$ cat src/sv/sr_pkg.sv
// ---------------------------------------------------------------------------
// sr_pkg
// Widths, constants and shared types of the systematic resampler.
// ---------------------------------------------------------------------------
package sr_pkg;

    localparam int P_PARTICLES = 64;           // particles per set, 2..64
    localparam int MAX_SLOTS   = 64;

    localparam int W_W   = 16;                 // Q0.16 weight
    localparam int IDX_W = 6;                  // slot / source index
    localparam int CNT_W = 7;                  // count that can hold 64
    localparam int MAP_W = IDX_W + W_W;        // selection entry {src, weight}

    // scaled running sum 2*P*sum(w) and target (2k+1)*65536
    localparam int SUM_W = $clog2(2 * P_PARTICLES * P_PARTICLES) + W_W;
    // total of selected weights, at most P*65535
    localparam int TOT_W = $clog2(P_PARTICLES) + W_W;

    localparam int UNITY    = 65536;
    localparam int DCNT_W   = $clog2(W_W);

    typedef struct packed {
        logic             start;
        logic [W_W-1:0]   num;
        logic [TOT_W-1:0] den;
    } t_div_req;

    typedef struct packed {
        logic           done;
        logic [W_W-1:0] quot;
    } t_div_rsp;

endpackage

$ cat src/sv/sr_channels_if.sv
// ---------------------------------------------------------------------------
// sr_channels_if
// Valid/ready channels of the resampler: weight input and slot output.
// ---------------------------------------------------------------------------
interface sr_in_if;
    logic                   valid;
    logic                   ready;
    logic [sr_pkg::W_W-1:0] particle_weight;
    logic                   final_weight;

    modport source (output valid, output particle_weight, output final_weight,
                    input ready);
    modport sink   (input valid, input particle_weight, input final_weight,
                    output ready);
endinterface

interface sr_out_if;
    logic                     valid;
    logic                     ready;
    logic [sr_pkg::IDX_W-1:0] slot_index;
    logic [sr_pkg::IDX_W-1:0] source_index;
    logic [sr_pkg::W_W-1:0]   new_weight;
    logic                     last_slot;

    modport source (output valid, output slot_index, output source_index,
                    output new_weight, output last_slot, input ready);
    modport sink   (input valid, input slot_index, input source_index,
                    input new_weight, input last_slot, output ready);
endinterface

$ cat src/sv/systematic_resampler.sv
// ---------------------------------------------------------------------------
// systematic_resampler
// Systematic resampling of a particle set with weight renormalization.
// ---------------------------------------------------------------------------
// Usage:
//  - i_in carries one Q0.16 weight per beat in particle order; final_weight
//    marks the last one. Beats past P weights are dropped, but a final mark
//    still starts the run. Missing particles count as weight zero.
//  - Loading accepts one beat per cycle. After the final beat i_in.ready drops
//    until the last slot has moved into the output register.
//  - Walk: each particle passes S_WREAD, S_WACC and S_WFILL, and S_WFILL
//    repeats once for each slot that the particle fills.
//  - Emit: P beats on o_out, slot 0 first, last_slot on slot P-1. Each
//    slot is read from memory in S_SREAD and S_SDATA, then divided by the
//    one-bit-per-cycle divider in 16 steps; a zero total or a saturated
//    weight skips the steps.
//  - o_out is a register: a stalled receiver holds the beat and the block
//    waits with the next slot's quotient until the register frees.
//  - Reset (synchronous, active low) empties the load count and output
//    register; memory contents stay undefined and need no clearing.
// ---------------------------------------------------------------------------
module systematic_resampler (
    input  logic            i_clk,
    input  logic            i_rst_n,
    sr_in_if.sink           i_in,
    sr_out_if.source        o_out
);

    typedef enum logic [6:0] {
        S_IDLE  = 7'b0000001,
        S_WREAD = 7'b0000010,
        S_WACC  = 7'b0000100,
        S_WFILL = 7'b0001000,
        S_SREAD = 7'b0010000,
        S_SDATA = 7'b0100000,
        S_DIV   = 7'b1000000
    } t_state;

    localparam logic [sr_pkg::CNT_W-1:0] P_CNT  = sr_pkg::CNT_W'(sr_pkg::P_PARTICLES);
    localparam logic [sr_pkg::IDX_W-1:0] P_LAST = sr_pkg::IDX_W'(sr_pkg::P_PARTICLES - 1);
    localparam logic [sr_pkg::SUM_W-1:0] TGT_0  = sr_pkg::SUM_W'(sr_pkg::UNITY);
    localparam logic [sr_pkg::SUM_W-1:0] TGT_STEP = sr_pkg::SUM_W'(2 * sr_pkg::UNITY);
    localparam logic [sr_pkg::SUM_W-1:0] SCALE  = sr_pkg::SUM_W'(2 * sr_pkg::P_PARTICLES);

    // control
    t_state                      r_state, n_state;
    logic [sr_pkg::CNT_W-1:0]    r_count, n_count;
    logic                        r_out_valid, n_out_valid;

    // run payload
    logic [sr_pkg::CNT_W-1:0]    r_n, n_n;           // weights in this set
    logic [sr_pkg::IDX_W-1:0]    r_idx, n_idx;       // particle, then slot
    logic [sr_pkg::SUM_W-1:0]    r_ssum, n_ssum;     // 2P * running sum
    logic [sr_pkg::SUM_W-1:0]    r_target, n_target; // (2k+1) * 65536
    logic [sr_pkg::CNT_W-1:0]    r_filled, n_filled;
    logic [sr_pkg::TOT_W-1:0]    r_total, n_total;
    logic [sr_pkg::W_W-1:0]      r_wi, n_wi;
    logic [sr_pkg::IDX_W-1:0]    r_src, n_src;

    // output register
    logic [sr_pkg::IDX_W-1:0]    r_out_slot, n_out_slot;
    logic [sr_pkg::IDX_W-1:0]    r_out_src, n_out_src;
    logic [sr_pkg::W_W-1:0]      r_out_weight, n_out_weight;
    logic                        r_out_last, n_out_last;

    // memories
    logic                        w_we;
    logic [sr_pkg::W_W-1:0]      w_rdata;
    logic                        m_we;
    logic [sr_pkg::MAP_W-1:0]    m_wdata, m_rdata;

    sr_pkg::t_div_req            div_req;
    sr_pkg::t_div_rsp            div_rsp;

    logic in_acc, out_free, fill_go, idx_loaded, slot_filled;

    assign in_acc      = i_in.valid && i_in.ready;
    assign out_free    = !r_out_valid || o_out.ready;
    assign fill_go     = (r_filled < P_CNT) && (r_target < r_ssum);
    assign idx_loaded  = {1'b0, r_idx} < r_n;
    assign slot_filled = {1'b0, r_idx} < r_filled;

    assign w_we    = in_acc && (r_count < P_CNT);
    assign m_we    = (r_state == S_WFILL) && fill_go;
    assign m_wdata = {r_idx, r_wi};

    sr_ram #(.WIDTH(sr_pkg::W_W), .DEPTH(sr_pkg::MAX_SLOTS)) u_weight_ram (
        .i_clk   (i_clk),
        .i_we    (w_we),
        .i_waddr (r_count[sr_pkg::IDX_W-1:0]),
        .i_wdata (i_in.particle_weight),
        .i_raddr (r_idx),
        .o_rdata (w_rdata)
    );

    // selection map: {source index, selected weight} per slot
    sr_ram #(.WIDTH(sr_pkg::MAP_W), .DEPTH(sr_pkg::MAX_SLOTS)) u_map_ram (
        .i_clk   (i_clk),
        .i_we    (m_we),
        .i_waddr (r_filled[sr_pkg::IDX_W-1:0]),
        .i_wdata (m_wdata),
        .i_raddr (r_idx),
        .o_rdata (m_rdata)
    );

    sr_div u_div (
        .i_clk   (i_clk),
        .i_rst_n (i_rst_n),
        .i_req   (div_req),
        .o_rsp   (div_rsp)
    );

    always_comb begin
        n_state      = r_state;
        n_count      = r_count;
        n_out_valid  = r_out_valid;
        n_n          = r_n;
        n_idx        = r_idx;
        n_ssum       = r_ssum;
        n_target     = r_target;
        n_filled     = r_filled;
        n_total      = r_total;
        n_wi         = r_wi;
        n_src        = r_src;
        n_out_slot   = r_out_slot;
        n_out_src    = r_out_src;
        n_out_weight = r_out_weight;
        n_out_last   = r_out_last;
        div_req      = '0;

        if (o_out.ready) begin
            n_out_valid = 1'b0;
        end

        case (r_state)
            S_IDLE: begin
                if (in_acc) begin
                    if (w_we) begin
                        n_count = r_count + 1'b1;
                    end
                    if (i_in.final_weight) begin
                        n_n      = w_we ? r_count + 1'b1 : r_count;
                        n_count  = '0;
                        n_idx    = '0;
                        n_ssum   = '0;
                        n_target = TGT_0;
                        n_filled = '0;
                        n_total  = '0;
                        n_state  = S_WREAD;
                    end
                end
            end
            S_WREAD: begin
                n_state = S_WACC;    // weight of particle r_idx on its way
            end
            S_WACC: begin
                n_wi    = idx_loaded ? w_rdata : '0;
                n_ssum  = r_ssum + sr_pkg::SUM_W'(idx_loaded ? w_rdata : '0) * SCALE;
                n_state = S_WFILL;
            end
            S_WFILL: begin
                // one slot per cycle while under P slots and the running sum passes the target
                if (fill_go) begin
                    n_filled = r_filled + 1'b1;
                    n_total  = r_total + sr_pkg::TOT_W'(r_wi);
                    n_target = r_target + TGT_STEP;
                end else if (r_idx == P_LAST) begin
                    n_idx   = '0;
                    n_state = S_SREAD;
                end else begin
                    n_idx   = r_idx + 1'b1;
                    n_state = S_WREAD;
                end
            end
            S_SREAD: begin
                n_state = S_SDATA;
            end
            S_SDATA: begin
                // unfilled slots keep their own index and own weight
                div_req.start = 1'b1;
                div_req.den   = r_total;
                if (slot_filled) begin
                    n_src       = m_rdata[sr_pkg::MAP_W-1:sr_pkg::W_W];
                    div_req.num = m_rdata[sr_pkg::W_W-1:0];
                end else begin
                    n_src       = r_idx;
                    div_req.num = idx_loaded ? w_rdata : '0;
                end
                n_state = S_DIV;
            end
            S_DIV: begin
                if (div_rsp.done && out_free) begin
                    n_out_valid  = 1'b1;
                    n_out_slot   = r_idx;
                    n_out_src    = r_src;
                    n_out_weight = div_rsp.quot;
                    n_out_last   = (r_idx == P_LAST);
                    if (r_idx == P_LAST) begin
                        n_state = S_IDLE;
                    end else begin
                        n_idx   = r_idx + 1'b1;
                        n_state = S_SREAD;
                    end
                end
            end
            default: begin
                n_state = S_IDLE;
            end
        endcase
    end

    always_ff @(posedge i_clk) begin
        if (!i_rst_n) begin
            r_state     <= S_IDLE;
            r_count     <= '0;
            r_out_valid <= 1'b0;
        end else begin
            r_state     <= n_state;
            r_count     <= n_count;
            r_out_valid <= n_out_valid;
        end
    end

    always_ff @(posedge i_clk) begin
        r_n          <= n_n;
        r_idx        <= n_idx;
        r_ssum       <= n_ssum;
        r_target     <= n_target;
        r_filled     <= n_filled;
        r_total      <= n_total;
        r_wi         <= n_wi;
        r_src        <= n_src;
        r_out_slot   <= n_out_slot;
        r_out_src    <= n_out_src;
        r_out_weight <= n_out_weight;
        r_out_last   <= n_out_last;
    end

    assign i_in.ready         = (r_state == S_IDLE);
    assign o_out.valid        = r_out_valid;
    assign o_out.slot_index   = r_out_slot;
    assign o_out.source_index = r_out_src;
    assign o_out.new_weight   = r_out_weight;
    assign o_out.last_slot    = r_out_last;

endmodule

$ cat src/sv/sr_ram.sv
// ---------------------------------------------------------------------------
// sr_ram
// Simple dual-port synchronous RAM, one write and one registered read port.
// ---------------------------------------------------------------------------
module sr_ram #(
    parameter int WIDTH = 16,
    parameter int DEPTH = 64,
    localparam int AW   = $clog2(DEPTH)
) (
    input  logic             i_clk,
    input  logic             i_we,
    input  logic [AW-1:0]    i_waddr,
    input  logic [WIDTH-1:0] i_wdata,
    input  logic [AW-1:0]    i_raddr,
    output logic [WIDTH-1:0] o_rdata
);

    logic [WIDTH-1:0] mem [DEPTH];
    logic [WIDTH-1:0] r_rdata;

    always_ff @(posedge i_clk) begin
        if (i_we) begin
            mem[i_waddr] <= i_wdata;
        end
        r_rdata <= mem[i_raddr];
    end

    assign o_rdata = r_rdata;

endmodule

$ cat src/sv/sr_div.sv
// ---------------------------------------------------------------------------
// sr_div
// Bit-serial restoring divider: quot = num*65536/den saturated, 0 if den=0.
// ---------------------------------------------------------------------------
module sr_div (
    input  logic             i_clk,
    input  logic             i_rst_n,
    input  sr_pkg::t_div_req i_req,
    output sr_pkg::t_div_rsp o_rsp
);

    logic                        r_busy, n_busy;
    logic                        r_done, n_done;
    logic [sr_pkg::DCNT_W-1:0]   r_cnt, n_cnt;
    logic [sr_pkg::TOT_W-1:0]    r_rem, n_rem;
    logic [sr_pkg::TOT_W-1:0]    r_den, n_den;
    logic [sr_pkg::W_W-1:0]      r_quot, n_quot;

    logic [sr_pkg::TOT_W:0]      shifted;
    logic [sr_pkg::TOT_W:0]      diff;
    logic                        fits;

    assign shifted = {r_rem, 1'b0};
    assign diff    = shifted - {1'b0, r_den};
    assign fits    = shifted >= {1'b0, r_den};

    always_comb begin
        n_busy = r_busy;
        n_done = r_done;
        n_cnt  = r_cnt;
        n_rem  = r_rem;
        n_den  = r_den;
        n_quot = r_quot;
        if (i_req.start) begin
            n_den = i_req.den;
            n_rem = sr_pkg::TOT_W'(i_req.num);
            n_cnt = sr_pkg::DCNT_W'(sr_pkg::W_W - 1);
            if (i_req.den == '0) begin
                n_quot = '0;
                n_busy = 1'b0;
                n_done = 1'b1;
            end else if (sr_pkg::TOT_W'(i_req.num) >= i_req.den) begin
                n_quot = '1;    // quotient would reach 1.0
                n_busy = 1'b0;
                n_done = 1'b1;
            end else begin
                n_quot = '0;
                n_busy = 1'b1;
                n_done = 1'b0;
            end
        end else if (r_busy) begin
            n_quot = {r_quot[sr_pkg::W_W-2:0], fits};
            n_rem  = fits ? diff[sr_pkg::TOT_W-1:0] : shifted[sr_pkg::TOT_W-1:0];
            if (r_cnt == '0) begin
                n_busy = 1'b0;
                n_done = 1'b1;
            end else begin
                n_cnt = r_cnt - 1'b1;
            end
        end
    end

    always_ff @(posedge i_clk) begin
        if (!i_rst_n) begin
            r_busy <= 1'b0;
            r_done <= 1'b0;
        end else begin
            r_busy <= n_busy;
            r_done <= n_done;
        end
    end

    always_ff @(posedge i_clk) begin
        r_cnt  <= n_cnt;
        r_rem  <= n_rem;
        r_den  <= n_den;
        r_quot <= n_quot;
    end

    assign o_rsp.done = r_done;
    assign o_rsp.quot = r_quot;

endmodule

$ cat src/flat_wrapper.sv
// flat-port wrapper written by rule: the top's interface ports become plain ports
module systematic_resampler_flat 
  (i_clk, i_rst_n, i_in_valid, i_in_particle_weight, i_in_final_weight, i_in_ready, o_out_valid, o_out_slot_index, o_out_source_index, o_out_new_weight, o_out_last_slot, o_out_ready);
  sr_in_if i_in_i ();
  sr_out_if o_out_i ();
  input  logic i_clk;
  input  logic i_rst_n;
  input wire logic [$bits(i_in_i.valid)-1:0] i_in_valid;
  input wire logic [$bits(i_in_i.particle_weight)-1:0] i_in_particle_weight;
  input wire logic [$bits(i_in_i.final_weight)-1:0] i_in_final_weight;
  output wire logic [$bits(i_in_i.ready)-1:0] i_in_ready;
  output wire logic [$bits(o_out_i.valid)-1:0] o_out_valid;
  output wire logic [$bits(o_out_i.slot_index)-1:0] o_out_slot_index;
  output wire logic [$bits(o_out_i.source_index)-1:0] o_out_source_index;
  output wire logic [$bits(o_out_i.new_weight)-1:0] o_out_new_weight;
  output wire logic [$bits(o_out_i.last_slot)-1:0] o_out_last_slot;
  input wire logic [$bits(o_out_i.ready)-1:0] o_out_ready;
  assign i_in_i.valid = i_in_valid;
  assign i_in_i.particle_weight = i_in_particle_weight;
  assign i_in_i.final_weight = i_in_final_weight;
  assign i_in_ready = i_in_i.ready;
  assign o_out_valid = o_out_i.valid;
  assign o_out_slot_index = o_out_i.slot_index;
  assign o_out_source_index = o_out_i.source_index;
  assign o_out_new_weight = o_out_i.new_weight;
  assign o_out_last_slot = o_out_i.last_slot;
  assign o_out_i.ready = o_out_ready;
  systematic_resampler u_core (.i_clk(i_clk), .i_rst_n(i_rst_n), .i_in(i_in_i), .o_out(o_out_i));
endmodule
$ cat config.mk
export PLATFORM = sky130hd
export DESIGN_NAME = systematic_resampler_flat
export DESIGN_NICKNAME = d
export VERILOG_FILES = /design/src/sv/sr_pkg.sv /design/src/sv/sr_channels_if.sv /design/src/sv/systematic_resampler.sv /design/src/sv/sr_ram.sv /design/src/sv/sr_div.sv /design/src/flat_wrapper.sv
export SDC_FILE = /design/constraint.sdc
export NUM_CORES = 2
export LEC_CHECK = 0
export BUFFER_PORTS_ARGS = -buffer_cell sky130_fd_sc_hd__buf_2
export CAP_MARGIN = 40
export CORE_UTILIZATION = 65
export DETAILED_ROUTE_END_ITERATION = 10
export GPL_ROUTABILITY_DRIVEN = 0
export PLACE_DENSITY = 0.81
export REMOVE_ABC_BUFFERS = 1
export SYNTH_ARGS = -nofsm -noshare
export SYNTH_HDL_FRONTEND = slang
export SYNTH_HIERARCHICAL = 1
export SYNTH_SLANG_ARGS = --single-unit
$ cat constraint.sdc
create_clock -name i_clk -period 11.25 [get_ports i_clk]
set_clock_uncertainty 0.15 [all_clocks]
set_input_delay 1.125 -clock i_clk [delete_from_list [all_inputs] [get_ports i_clk]]
set_output_delay 1.125 -clock i_clk [all_outputs]
set_load 0.01 [all_outputs]
==> run summary <==
status = completed
Ys Warns = 6
Async SR Flop Fraction = 0
slowest CP cell = or4_1
Detail Route Antenna Nets = 0
global-route wire length before repair = 403000 µm
share of layout cells above drive strength 1 = 0.238
Starting Density = 0.656
Power Density = 200 mW/mm²
RSZ-0062 raised after global routing = no
Setup crit end kind = flop
grt peak-use layer = met2
vias in the first global route = 58100
flop-to-flop setup slack = 5630 ps
Hold Crit Class = reg -> reg
worst-path fanout max = 81
Pins Over Slew Limit = 0
total track usage = 0.339
area post-placement = 0.111 mm²
Setup-failing EPs final = 0
worst stage delay on the critical path = 660 ps
min cycle time layout = 5620 ps
Seq/Total Area, Yosys = 0.746
post-synthesis area per instance = 19.8 µm²
arrival time of the worst setup path = 6070 ps
crit-path cells = or4_1 > nor4b_4 > buf_4 > buf_16 > inv_1 > nor2_2 > a32o_1 > inv_1 > ha_1 > nand2b_1 > a21o_1 > a21o_1 > a21o_1 > a41oi_1 > o21ai_0 > nand3_1 > o21ai_0
per-cell routed wire length = 34.8 µm
Startpoint Class = flop
initial DRC count = 9154
MaxCap Viol Count = 0
worst slew pin tran = 1190 ps
Die Width = 408 µm
Leakage Power = 0.0383 µW
# placed instances = 7577
met2 Use GR = 0.561
final worst setup slack = 5630 ps
number of buffers created by CTS = 275
CTS tree = yes
CTS Buffer Depth = 4
GRT met1 Usage = 0.425
Die ar. = 0.166 mm²
Slew headroom = 0.209
IO buf count = 51
worst vdd ir = 0.206 mV
drt total wl = 280000 µm
post-CTS sizing = 0
Worst R2R End = u_core/u_div/r_quot[15]
#FFs+latches synth = 2678
cell count after synthesis = 5404
Overflow after GRT = 0
drt pass-1 iters = 7
Worst-path clk slew = 60 ps
Pwr Total = 23900 µW
final hold vios = 0
M3 GR Usage = 0.0716
largest net degree at the start of global routing = 145
Vias = 57700
post-synth top area cell = edfxtp_1
Hold-fix buffers, CTS = 0
filler instances = 8367
Worst Setup Path Type = reg -> reg
row count = 148
H-tree depth = 5
hpwl dp = 150000 µm
Finished Layout Cells = 8054
Reg-to-Reg Start = u_core/r_state[6]
area share of the largest cell type after synthesis = 0.734
Crit path top cell by count = a21o_1
Core Footprint = 0.163 mm²
R2R depth = 17
Die H = 408 µm
synth top area cells = edfxtp_1, mux4_2, mux2i_1, dfxtp_1, ha_1
Ports = 52
Primary FF master, synth = edfxtp_1
library cells used by synthesis = 88
vias per cell = 7.16
fin area = 0.119 mm²
Worst Setup EP = u_core/u_div/r_quot[15]
Setup crit start = u_core/r_state[6]
Root Buffer = clkbuf_16
fmax = 178 MHz
Clk Latency, worst-skew pair = 920 ps
worst path required time = 11700 ps
DR DRC count = 0
Place WS = 5780 ps
Sinks on Clock Net = 2678
P&R area growth vs syn = 11.5%
EDFF count, synth = 2613
Synth Cell Area = 0.107 mm²
Setup Buffers After CTS = 0
final setup TNS = 0 ps
# nets final = 5802
period utilization = 0.500
initial antenna violation count = 15
## flip-flops by register name (all words and copies together), names as in the netlist, 22 cells and up
register,count
u_core/u_map_ram/o_rdata,22
u_core/u_div/r_den,22
u_core/r_ssum,22
u_core/u_weight_ram/mem,1024
u_core/u_map_ram/mem,1408
u_core/u_div/r_rem,22
u_core/r_total,22
## cells by family (layout without fill, tap and decap cells)
family / count (synthesis) / after routing / share of synthesized area
other cells: 0 / 9 / 0
fa+ha+maj: 100 / 100 / 0.0119
compound gates: 583 / 583 / 0.0383
buf+inv: 378 / 844 / 0.0186
xor+xnor: 74 / 74 / 0.00606
mux: 794 / 794 / 0.143
simple gates: 797 / 797 / 0.0369
flops: 2678 / 2678 / 0.746
## cell usage in the layout, fill, tap and decap left out, types with 30 or more instances in the layout
cell type / Yosys / routed
dfxtp_1: 65 / 65
nor2_1: 269 / 184
nand2_1: 149 / 148
edfxtp_1: 2613 / 2613
clkinv_2: 0 / 42
o21ai_0: 88 / 88
clkbuf_1: 108 / 52
nand3_1: 85 / 85
clkinv_1: 0 / 47
xnor2_1: 44 / 44
mux2_2: 59 / 59
xor2_1: 30 / 30
nor2_2: 3 / 77
ha_1: 97 / 97
buf_4: 49 / 171
nor3_1: 34 / 30
inv_1: 104 / 104
a21oi_1: 119 / 119
nor2b_1: 52 / 50
buf_2: 72 / 54
a211oi_1: 31 / 31
a221oi_1: 40 / 40
clkbuf_16: 0 / 283
and2_1: 53 / 53
a22oi_1: 83 / 83
mux4_2: 572 / 572
mux2i_1: 159 / 159
nand4_1: 30 / 30
## cells in the mapped netlist, types with 23 or more instances
master / number
edfxtp_1: 2613
mux4_2: 572
nor2_1: 269
mux2i_1: 159
nand2_1: 149
a21oi_1: 119
clkbuf_1: 108
inv_1: 104
ha_1: 97
o21ai_0: 88
nand3_1: 85
a22oi_1: 83
buf_2: 72
dfxtp_1: 65
mux2_2: 59
and2_1: 53
nor2b_1: 52
buf_4: 49
xnor2_1: 44
a221oi_1: 40
nor3_1: 34
a211oi_1: 31
nand4_1: 30
xor2_1: 30
a22o_1: 28
a21o_1: 25
nand2b_1: 23
## worst min-delay path by stage
stage | from | end | slack [ps] | cells after the start
5_1_grt | u_core/r_src[1] | u_core/o_out.source_index[1] | 280 | 0
3_3_place_gp | u_core/r_src[4] | u_core/o_out.source_index[4] | 260 | 0
3_5_place_dp | u_core/r_src[1] | u_core/o_out.source_index[1] | 260 | 0
2_1_floorplan | u_core/u_div/r_quot[15] | u_core/o_out.new_weight[15] | 250 | 0
6_report | u_core/r_src[1] | u_core/o_out.source_index[1] | 270 | 0
4_1_cts | u_core/r_src[1] | u_core/o_out.source_index[1] | 270 | 0
## power by group
group	switching, µW	total (µW)	internal [µW]
clock network	3730	8740	5010
logic	2320	3830	1510
registers	205	11300	11100
## critical path, delay by kind of cell, from the launching register on
kind | cells | cell delay, ps
buffers and inverters | 4 | 840
adder cells (fa/ha/maj) | 1 | 260
AND/OR/NAND/NOR | 5 | 2020
flip-flops | 1 | 380
AO/OA/AOI/OAI | 7 | 1650
## layout make-up
| class | instances | area, µm² | area share |
|---|---|---|---|
| Clock inverter | 124 | 1050 | 0.00877 |
| Sequential cell | 2678 | 79800 | 0.669 |
| Timing Repair Buffer | 274 | 2450 | 0.0205 |
| Multi-Input combinational cell | 2348 | 25500 | 0.214 |
| Inverter | 104 | 390 | 0.00327 |
| Clock buffer | 342 | 7370 | 0.0618 |
| Tap cell | 2175 | 2720 | 0.0228 |
| Antenna cell | 9 | 22.5 | 0.000189 |
## metrics by stage
step	util	hold slack, ps
after floorplan	-	250
after global placement	0.675	259
after detailed placement	0.679	259
after CTS	0.731	273
after global routing	0.731	275
final	0.731	273
## metal layers
layer / up-vias / part of all wire
li1: 22700 / -
met1: 29200 / 0.32
met2: 4686 / 0.50
met4: 8 / 0.065
met5: - / 0.00018
met3: 1040 / 0.11
No activity file was read; power rests on OpenSTA's default activity.
